$ cat src/sv/assert_macros.svh
// Assertion helpers included by the RTL.
`ifndef ASSERT_MACROS_SVH
`define ASSERT_MACROS_SVH

// Same-cycle implication, sampled on the rising clock, off during reset.
`define ASSERT_NOW(label, ante, cons, msg) \
    label: assert property (@(posedge clk) disable iff (!rst_n) (ante) |-> (cons)) \
        else $error(msg);

// Next-cycle implication, sampled on the rising clock, off during reset.
`define ASSERT_NEXT(label, ante, cons, msg) \
    label: assert property (@(posedge clk) disable iff (!rst_n) (ante) |=> (cons)) \
        else $error(msg);

`endif

$ cat src/sv/sidec_pkg.sv
// ----------------------------------------------------------------------------
// sidec_pkg
// Widths and character codes for the signed integer to decimal text block.
// ----------------------------------------------------------------------------
package sidec_pkg;

    // Width of the integer that is converted (8 to 32 with a 32-bit port).
    localparam int INT_WIDTH  = 32;
    localparam int NUM_WIDTH  = 32;
    localparam int CHAR_W     = 6;

    // Decimal digits needed for INT_WIDTH bits: floor(INT_WIDTH * log10(2)) + 1.
    localparam int NUM_DIGITS = (INT_WIDTH * 30103) / 100000 + 1;
    localparam int BCD_W      = 4 * NUM_DIGITS;

    localparam int CONV_CNT_W = $clog2(INT_WIDTH);
    localparam int DIG_CNT_W  = $clog2(NUM_DIGITS + 1);

    localparam logic [CHAR_W-1:0] CHAR_ZERO  = CHAR_W'(48);
    localparam logic [CHAR_W-1:0] CHAR_MINUS = CHAR_W'(45);

endpackage

$ cat src/sv/signed_int_to_decimal_ascii.sv
// Sequence: after start is taken, the 32-step shift-and-add-3 loop converts the magnitude
// and a scan drops the leading zeros; a negative number then gets a minus sign first, and
// characters follow on consecutive cycles, one character a cycle, last flag on the last.
// busy stays high from the taken start until the last character is on the output.
// The receiver cannot stall; results are never held back.
// Reset (rst_n low, asynchronous) returns the sequencer to idle and drops the strobe.
// ----------------------------------------------------------------------------
// signed_int_to_decimal_ascii
// Converts a signed integer into its decimal ASCII text, most significant first.
// ----------------------------------------------------------------------------
`include "assert_macros.svh"

module signed_int_to_decimal_ascii
(
    input  logic                              clk,
    input  logic                              rst_n,
    input  logic                              start,
    output logic                              busy,
    input  logic signed [sidec_pkg::NUM_WIDTH-1:0] number,
    output logic                              strobe,
    output logic [sidec_pkg::CHAR_W-1:0]      ascii_char,
    output logic                              last_char
);

    typedef enum logic [2:0]
    {
        ST_IDLE,
        ST_CONVERT,
        ST_TRIM,
        ST_SIGN,
        ST_DIGITS
    } state_t;

    state_t                                state_reg, state_next;
    logic [sidec_pkg::INT_WIDTH-1:0]       mag_reg, mag_next;
    logic [sidec_pkg::BCD_W-1:0]           bcd_reg, bcd_next;
    logic                                  neg_reg, neg_next;
    logic [sidec_pkg::CONV_CNT_W-1:0]      conv_cnt_reg, conv_cnt_next;
    logic [sidec_pkg::DIG_CNT_W-1:0]       dig_cnt_reg, dig_cnt_next;
    logic                                  strobe_reg, strobe_next;
    logic [sidec_pkg::CHAR_W-1:0]          char_reg, char_next;
    logic                                  last_reg, last_next;

    logic [sidec_pkg::INT_WIDTH-1:0]       in_value;
    logic [sidec_pkg::BCD_W-1:0]           bcd_adj;
    logic [3:0]                            top_digit;

    assign in_value  = number[sidec_pkg::INT_WIDTH-1:0];
    assign top_digit = bcd_reg[sidec_pkg::BCD_W-1 -: 4];

    // Add 3 to every BCD digit of 5 or more before the shift.
    always_comb
    begin
        for (int i = 0; i < sidec_pkg::NUM_DIGITS; i++)
        begin
            if (bcd_reg[4*i +: 4] >= 4'd5)
            begin
                bcd_adj[4*i +: 4] = bcd_reg[4*i +: 4] + 4'd3;
            end
            else
            begin
                bcd_adj[4*i +: 4] = bcd_reg[4*i +: 4];
            end
        end
    end

    always_comb
    begin
        state_next    = state_reg;
        mag_next      = mag_reg;
        bcd_next      = bcd_reg;
        neg_next      = neg_reg;
        conv_cnt_next = conv_cnt_reg;
        dig_cnt_next  = dig_cnt_reg;
        strobe_next   = 1'b0;
        char_next     = char_reg;
        last_next     = last_reg;

        unique case (state_reg)
            ST_IDLE:
            begin
                if (start)
                begin
                    neg_next      = in_value[sidec_pkg::INT_WIDTH-1];
                    // The unsigned magnitude is exact also for the most negative value.
                    mag_next      = in_value[sidec_pkg::INT_WIDTH-1] ? (~in_value + 1'b1)
                                                                     : in_value;
                    bcd_next      = '0;
                    conv_cnt_next = sidec_pkg::CONV_CNT_W'(sidec_pkg::INT_WIDTH - 1);
                    state_next    = ST_CONVERT;
                end
            end
            ST_CONVERT:
            begin
                bcd_next = {bcd_adj[sidec_pkg::BCD_W-2:0], mag_reg[sidec_pkg::INT_WIDTH-1]};
                mag_next = {mag_reg[sidec_pkg::INT_WIDTH-2:0], 1'b0};
                conv_cnt_next = conv_cnt_reg - 1'b1;
                if (conv_cnt_reg == '0)
                begin
                    dig_cnt_next = sidec_pkg::DIG_CNT_W'(sidec_pkg::NUM_DIGITS);
                    state_next   = ST_TRIM;
                end
            end
            ST_TRIM:
            begin
                // Drop leading zeros, but always keep the units digit.
                if (top_digit == 4'd0 && dig_cnt_reg != sidec_pkg::DIG_CNT_W'(1))
                begin
                    bcd_next     = {bcd_reg[sidec_pkg::BCD_W-5:0], 4'd0};
                    dig_cnt_next = dig_cnt_reg - 1'b1;
                end
                else if (neg_reg)
                begin
                    state_next = ST_SIGN;
                end
                else
                begin
                    state_next = ST_DIGITS;
                end
            end
            ST_SIGN:
            begin
                strobe_next = 1'b1;
                char_next   = sidec_pkg::CHAR_MINUS;
                last_next   = 1'b0;
                state_next  = ST_DIGITS;
            end
            ST_DIGITS:
            begin
                strobe_next  = 1'b1;
                char_next    = sidec_pkg::CHAR_ZERO + {2'b00, top_digit};
                last_next    = (dig_cnt_reg == sidec_pkg::DIG_CNT_W'(1));
                bcd_next     = {bcd_reg[sidec_pkg::BCD_W-5:0], 4'd0};
                dig_cnt_next = dig_cnt_reg - 1'b1;
                if (dig_cnt_reg == sidec_pkg::DIG_CNT_W'(1))
                begin
                    state_next = ST_IDLE;
                end
            end
            default:
            begin
                state_next = ST_IDLE;
            end
        endcase
    end

    always_ff @(posedge clk or negedge rst_n)
    begin
        if (!rst_n)
        begin
            state_reg    <= ST_IDLE;
            mag_reg      <= '0;
            bcd_reg      <= '0;
            neg_reg      <= 1'b0;
            conv_cnt_reg <= '0;
            dig_cnt_reg  <= '0;
            strobe_reg   <= 1'b0;
            char_reg     <= '0;
            last_reg     <= 1'b0;
        end
        else
        begin
            state_reg    <= state_next;
            mag_reg      <= mag_next;
            bcd_reg      <= bcd_next;
            neg_reg      <= neg_next;
            conv_cnt_reg <= conv_cnt_next;
            dig_cnt_reg  <= dig_cnt_next;
            strobe_reg   <= strobe_next;
            char_reg     <= char_next;
            last_reg     <= last_next;
        end
    end

    assign busy       = (state_reg != ST_IDLE);
    assign strobe     = strobe_reg;
    assign ascii_char = char_reg;
    assign last_char  = last_reg;

    // A word that is not the last one is always followed by more of the same number.
    `ASSERT_NOW(a_more_chars_busy, strobe && !last_char, busy, "character stream cut short")
    // The last word of a number is never directly followed by another word.
    `ASSERT_NEXT(a_gap_after_last, strobe && last_char, !strobe, "word right after last")
    // A newly taken number starts its conversion with no word on the output.
    `ASSERT_NEXT(a_start_quiet, start && !busy, busy && !strobe, "word too early after start")
    // Only a minus sign or a decimal digit is ever emitted.
    `ASSERT_NOW(a_char_code, strobe,
        ascii_char == sidec_pkg::CHAR_MINUS ||
        (ascii_char >= sidec_pkg::CHAR_ZERO && ascii_char <= sidec_pkg::CHAR_ZERO + 6'd9),
        "illegal character code")

endmodule

$ cat config.mk
export PLATFORM = sky130hd
export DESIGN_NAME = signed_int_to_decimal_ascii
export DESIGN_NICKNAME = d
export VERILOG_FILES = /design/src/sv/sidec_pkg.sv /design/src/sv/signed_int_to_decimal_ascii.sv
export VERILOG_INCLUDE_DIRS = /design/src /design/src/sv
export SDC_FILE = /design/constraint.sdc
export NUM_CORES = 1
export LEC_CHECK = 0
export ABC_AREA = 1
export BUFFER_PORTS_ARGS = -buffer_cell sky130_fd_sc_hd__buf_2
export CAP_MARGIN = 20
export CORE_MARGIN = 2
export CORE_UTILIZATION = 30
export DETAILED_ROUTE_END_ITERATION = 12
export GPL_ROUTABILITY_DRIVEN = 0
export HOLD_SLACK_MARGIN = 0.12
export SLEW_MARGIN = 0
export SYNTH_ARGS = -nofsm -noshare
export SYNTH_HDL_FRONTEND = slang
export SYNTH_SLANG_ARGS = --single-unit
$ cat constraint.sdc
create_clock -name clk -period 2.34 [get_ports clk]
set_clock_uncertainty 0.05 [all_clocks]
set_input_delay 0.117 -clock clk [delete_from_list [all_inputs] [get_ports clk]]
set_output_delay 0.117 -clock clk [all_outputs]
set_load 0.05 [all_outputs]
# Word-level counts from Yosys, hierarchy flattened
# Cells that the tools add are included.
# word_totals
reg_bits,93
in_bits,35
elab_cells,90
# classes
add_sub_neg,14
n_lt_le_gt_ge,10
n_eq_ne,11
mux,30
bitwise_logic,1
reduce_logical,15
# ops
op,n
$pmux W40 S4,1
$mux W40,2
$mux W32,2
$pmux W32 S2,1
$mux W4,11
$ge A4 B3 Y1 const B,10
$add A4 B2 Y4 const B,9
$add A32 B1 Y32 const B,1
$not A32 Y32,1
$mux W3,6
$pmux W3 S5,1
$pmux W4 S3,1
$pmux W6 S2,1
$ne A2 B2 Y1 const B,5
$pmux W5 S2,1
$add A5 B5 Y6 const A,1
$eq A3 B2 Y1 const B,2
$reduce_and A3 Y1,2
$reduce_bool A3 Y1,2
$logic_not A5 Y1,1
$mux W5,1
$sub A5 B1 Y5 const B,1
$eq A4 B1 Y1 const B,1
$logic_not A4 Y1,1
14 further kinds,16

# Depth between registers and ports, before layout
# logic_depth
ltp_word,5
mapped_depth,11
ltp_nobuf,11

# Worst setup path after synthesis
# Ideal clock, no wire load.
# synth_timing
kind,reg2reg
start,register state_reg[1]
end,register mag_reg[12] (netlist name)
setup_ps,125
arrival_time_ps,1885
required_time_ps,2165
setup_slack_ps,281
path_stages_with_launch,9
period_less_slack_ps,2059
cell_sequence,dfrtp_1 nor2_1 nand2_1 nor2_2 nor2_1 inv_1 buf_2 o22ai_1 o21bai_1
# synth_via
elab_chain_cells,3
elab_cells_between_ends,6
classes_between,2 x eq/ne; 1 x mux; 3 x reduce/logical
# synth_lines
item,line,rtl
from (decl),signed_int_to_decimal_ascii.sv:34,"state_t state_reg, state_next;"
from (signal assigned),signed_int_to_decimal_ascii.sv:163,state_reg <= state_next;
$eq A3 B1 Y1 / $logic_not A3 Y1 (equally long branches),signed_int_to_decimal_ascii.sv:79,unique case (state_reg)
$reduce_bool A2 Y1 (no source line) / $ne A2 B2 Y1 (equally long branches),n/a,
$reduce_and A2 Y1 (no source line),n/a,
to (signal assigned),signed_int_to_decimal_ascii.sv:164,mag_reg <= mag_next;
to (decl),signed_int_to_decimal_ascii.sv:35,"logic [sidec_pkg::INT_WIDTH-1:0] mag_reg, mag_next;"
# Several ways; a longest one is shown, not always the timed one.
# A chain may end at the register's enable or synchronous reset.

# Final worst setup path
# layout_timing
start,input number[4] (netlist name)
end,register mag_reg[29] (netlist name)
# layout_via
elab_chain_cells,5
# layout_lines
item,line,rtl
from (decl),signed_int_to_decimal_ascii.sv:19,"input logic signed [sidec_pkg::NUM_WIDTH-1:0] number,"
$not A32 Y32,signed_int_to_decimal_ascii.sv:86,mag_next = in_value[sidec_pkg::INT_WIDTH-1] ? (~in_value + 1'b1)
$add A32 B1 Y32,signed_int_to_decimal_ascii.sv:86,
$mux W32,signed_int_to_decimal_ascii.sv:86,
$mux W32,signed_int_to_decimal_ascii.sv:82,if (start)
$pmux W32 S2,signed_int_to_decimal_ascii.sv:79,
# No other way between the ends. The select of a mux whose other input is x is not followed.

==> qor.yml <==
r2r_end: "mag_reg[14]"
grt_pass1_vias: 5255
core_sq_mm: 0.01946
path_class: "in2reg"
worstMarginPinSlew_ns: 0.6888
firstDrtPassIters: 7
cts_resized: 0
hold_class: "in2reg"
crit_fanout: 4
worstSetupEndpointType: "flip-flop"
synth_common_cells: "nand2_1 (200), o21ai_0 (126), inv_1 (112), dfrtp_1 (93), nand3_1 (73)"
period_minus_slack_ns: 1.946
timing.fmax_ghz: 0.5139
final-max-slew-violation-count: 0
p_leak_uw: 0.003154
critPathRequiredTime_ns: 2.53
maxCapViolCount: 0
pin_count: 44
hold_depth: 4
power.density_mw_per_mm2: 994.0
fin_crit_sh_pct: 83.15
drcViolationCount: 0
synth.most_common_cell: "nand2_1"
cts.sinks: 93
ys_ff_latch: 93
syn_to_final_growth_pct: 18.86
cts_made_buffers: 9
ir_worst_vdd_uv: 704.4
overflow: 0
die_area_sq_mm: 0.02103
drt_iter0_markers: 352
synth_edf_count: 0
vias_per_cell: 4.761
yosys.area.top_type_share_pct: 39.02
syn_inst: 836
hold_viol_final: 0
outcome: "completed"
clock_path_buffers: 2
post-place-ws_ns: 0.4266
ys.flop_type: "dfrtp_1"
port_buffers: 43
final.setup.worst_slack_ns: 0.3943
crit_arrival_ns: 2.14
synth_top_area_cell: "dfrtp_1"
worstSkewPairLatency_ns: 0.36
cts_htree_levels: 3
netlist_area_sq_mm: 0.005964
syn_nets: 896
grt_pass1_wl_mm: 24.90
ys_seq_area_share_pct: 39.02
cts_tree: "built"
vias: 5585
wire_per_inst_um: 12.27
hold_start: "number[19]"
dp_hpwl_mm: 10.46
largest_reg_flops: 40
nNetsFinal: 963
dieHeight_um: 145
finalSetupViolCount: 0
slew_headroom_pct: 54.08
regToRegSetupSlack_ns: 0.45
antennaDiodeCount: 0
r2r_cells: 8
rows: 51
cts_root_buf: "clkbuf_16"
synthArstFlopShare_pct: 100.0
start_kind: "input port"
die-width_um: 145
drive_gt1_share_pct: 9.471
grt_max_degree: 77
synth_area_leaders: "dfrtp_1 (39%), nand2_1 (13%), o21ai_0 (11%)"
rsz0062_at_grt: "false"
synth_area_per_cell_sq_um: 7.135
yosysWarnings: 0
path_clk_slew_ns: 0.07
worst_hold_path.endpoint: "mag_reg[19]"
reg2reg_from: "state_reg[0]"
antenna_found_initial: 0
fin_tns_setup_ns: 0
start_util_pct: 30.65
netlist-cell-type-count: 39
drtAntennaViolNets: 0
grtUsageTotal_pct: 14.10
wirelength_mm: 14.40
## per-stage QoR
step | utilization (%) | power, uW | area [sq um] | hold WS [ns] | cells
after floorplan | - | 4736 | 5964 | -0.2286 | 836
after global placement | 33.46 | 5547 | 6513 | 0.1610 | 1129
after detailed placement | 33.46 | 5604 | 6513 | 0.1676 | 1129
after CTS | 36.43 | 7137 | 7089 | 0.1423 | 1173
after global routing | 36.43 | 7687 | 7089 | 0.1654 | 1173
final | 36.43 | 7047 | 7089 | 0.1574 | 1173
## report_power, final
part	switching, uW	leakage [uW]	internal, uW
clock	718	0.000148	761
combinational	2190	0.00181	1050
sequential	248	0.00120	2090
## how the worst max path moves through the flow
stage          depth (start not counted)  slack, ns             end    startpoint
3_5_place_dp                           8       0.43  dig_cnt_reg[2]  state_reg[2]
3_3_place_gp                           8       0.44     mag_reg[14]  state_reg[1]
4_1_cts                                9       0.40     mag_reg[29]     number[4]
2_1_floorplan                          8       0.28     mag_reg[12]  state_reg[1]
5_1_grt                                8       0.14     mag_reg[14]  state_reg[0]
6_report                               9       0.39     mag_reg[29]     number[4]
## cells in the final DEF (no fill, tap or decap), drive strengths merged, types with 3 or more instances in the layout
cell type,count
o21ai,130
nor2,54
o211ai,3
o221ai,4
clkbuf,9
buf,56
clkinv,3
nor3,9
dlygate4sd3,28
nand4,11
or2,6
nand3,73
xor2,16
dfrtp,93
inv,119
o22ai,21
nand2,200
a21oi,28
o21bai,9
ha,25
## worst max-delay path, stage by stage
cell,delay (ns)
dlygate4sd3_1,0.53
buf_2,0.14
or2_2,0.29
nor2_1,0.23
nand2_1,0.14
o21ai_0,0.37
nand3_1,0.12
nand3_1,0.12
nand3_1,0.07
## repair_timing
item / 4_1_cts / 5_1_grt
hold buffers: 28 / 0
setup buffers: 0 / 0
endpoints found under the hold margin: 78 / 0
## routing by layer
layer | track usage (%) | up-vias | routed length [um]
met5 | 0 | - | 0
met2 | 22.88 | 100 | 6488
met4 | 3.168 | 0 | 212
li1 | - | 2901 | -
met1 | 19.34 | 2570 | 7111
met3 | 2.987 | 14 | 582
## layout make-up
class	count	area [sq um]
well taps	265	331.6
clock inverters	7	71.32
multi-input cells	600	3082
inverters	115	431.7
clock buffers	9	225.2
repair buffers	84	620.6
flip-flops and latches	93	2327
fillers	2082	12370
## cell families (layout without fill, tap and decap cells)
logic type                 count (synthesis)  count (layout)  share of synthesized area, %
AOI/OAI and AO/OA                        203             203                         18.67
buffers and inverters                    143             215                         9.356
adders and majority gates                 25              25                         5.244
and+or+nand+nor                          355             355                         25.22
DFF                                       93              93                         39.02
xor gates and xnor gates                  17              17                         2.496
No activity file was read; power rests on OpenSTA's default activity.
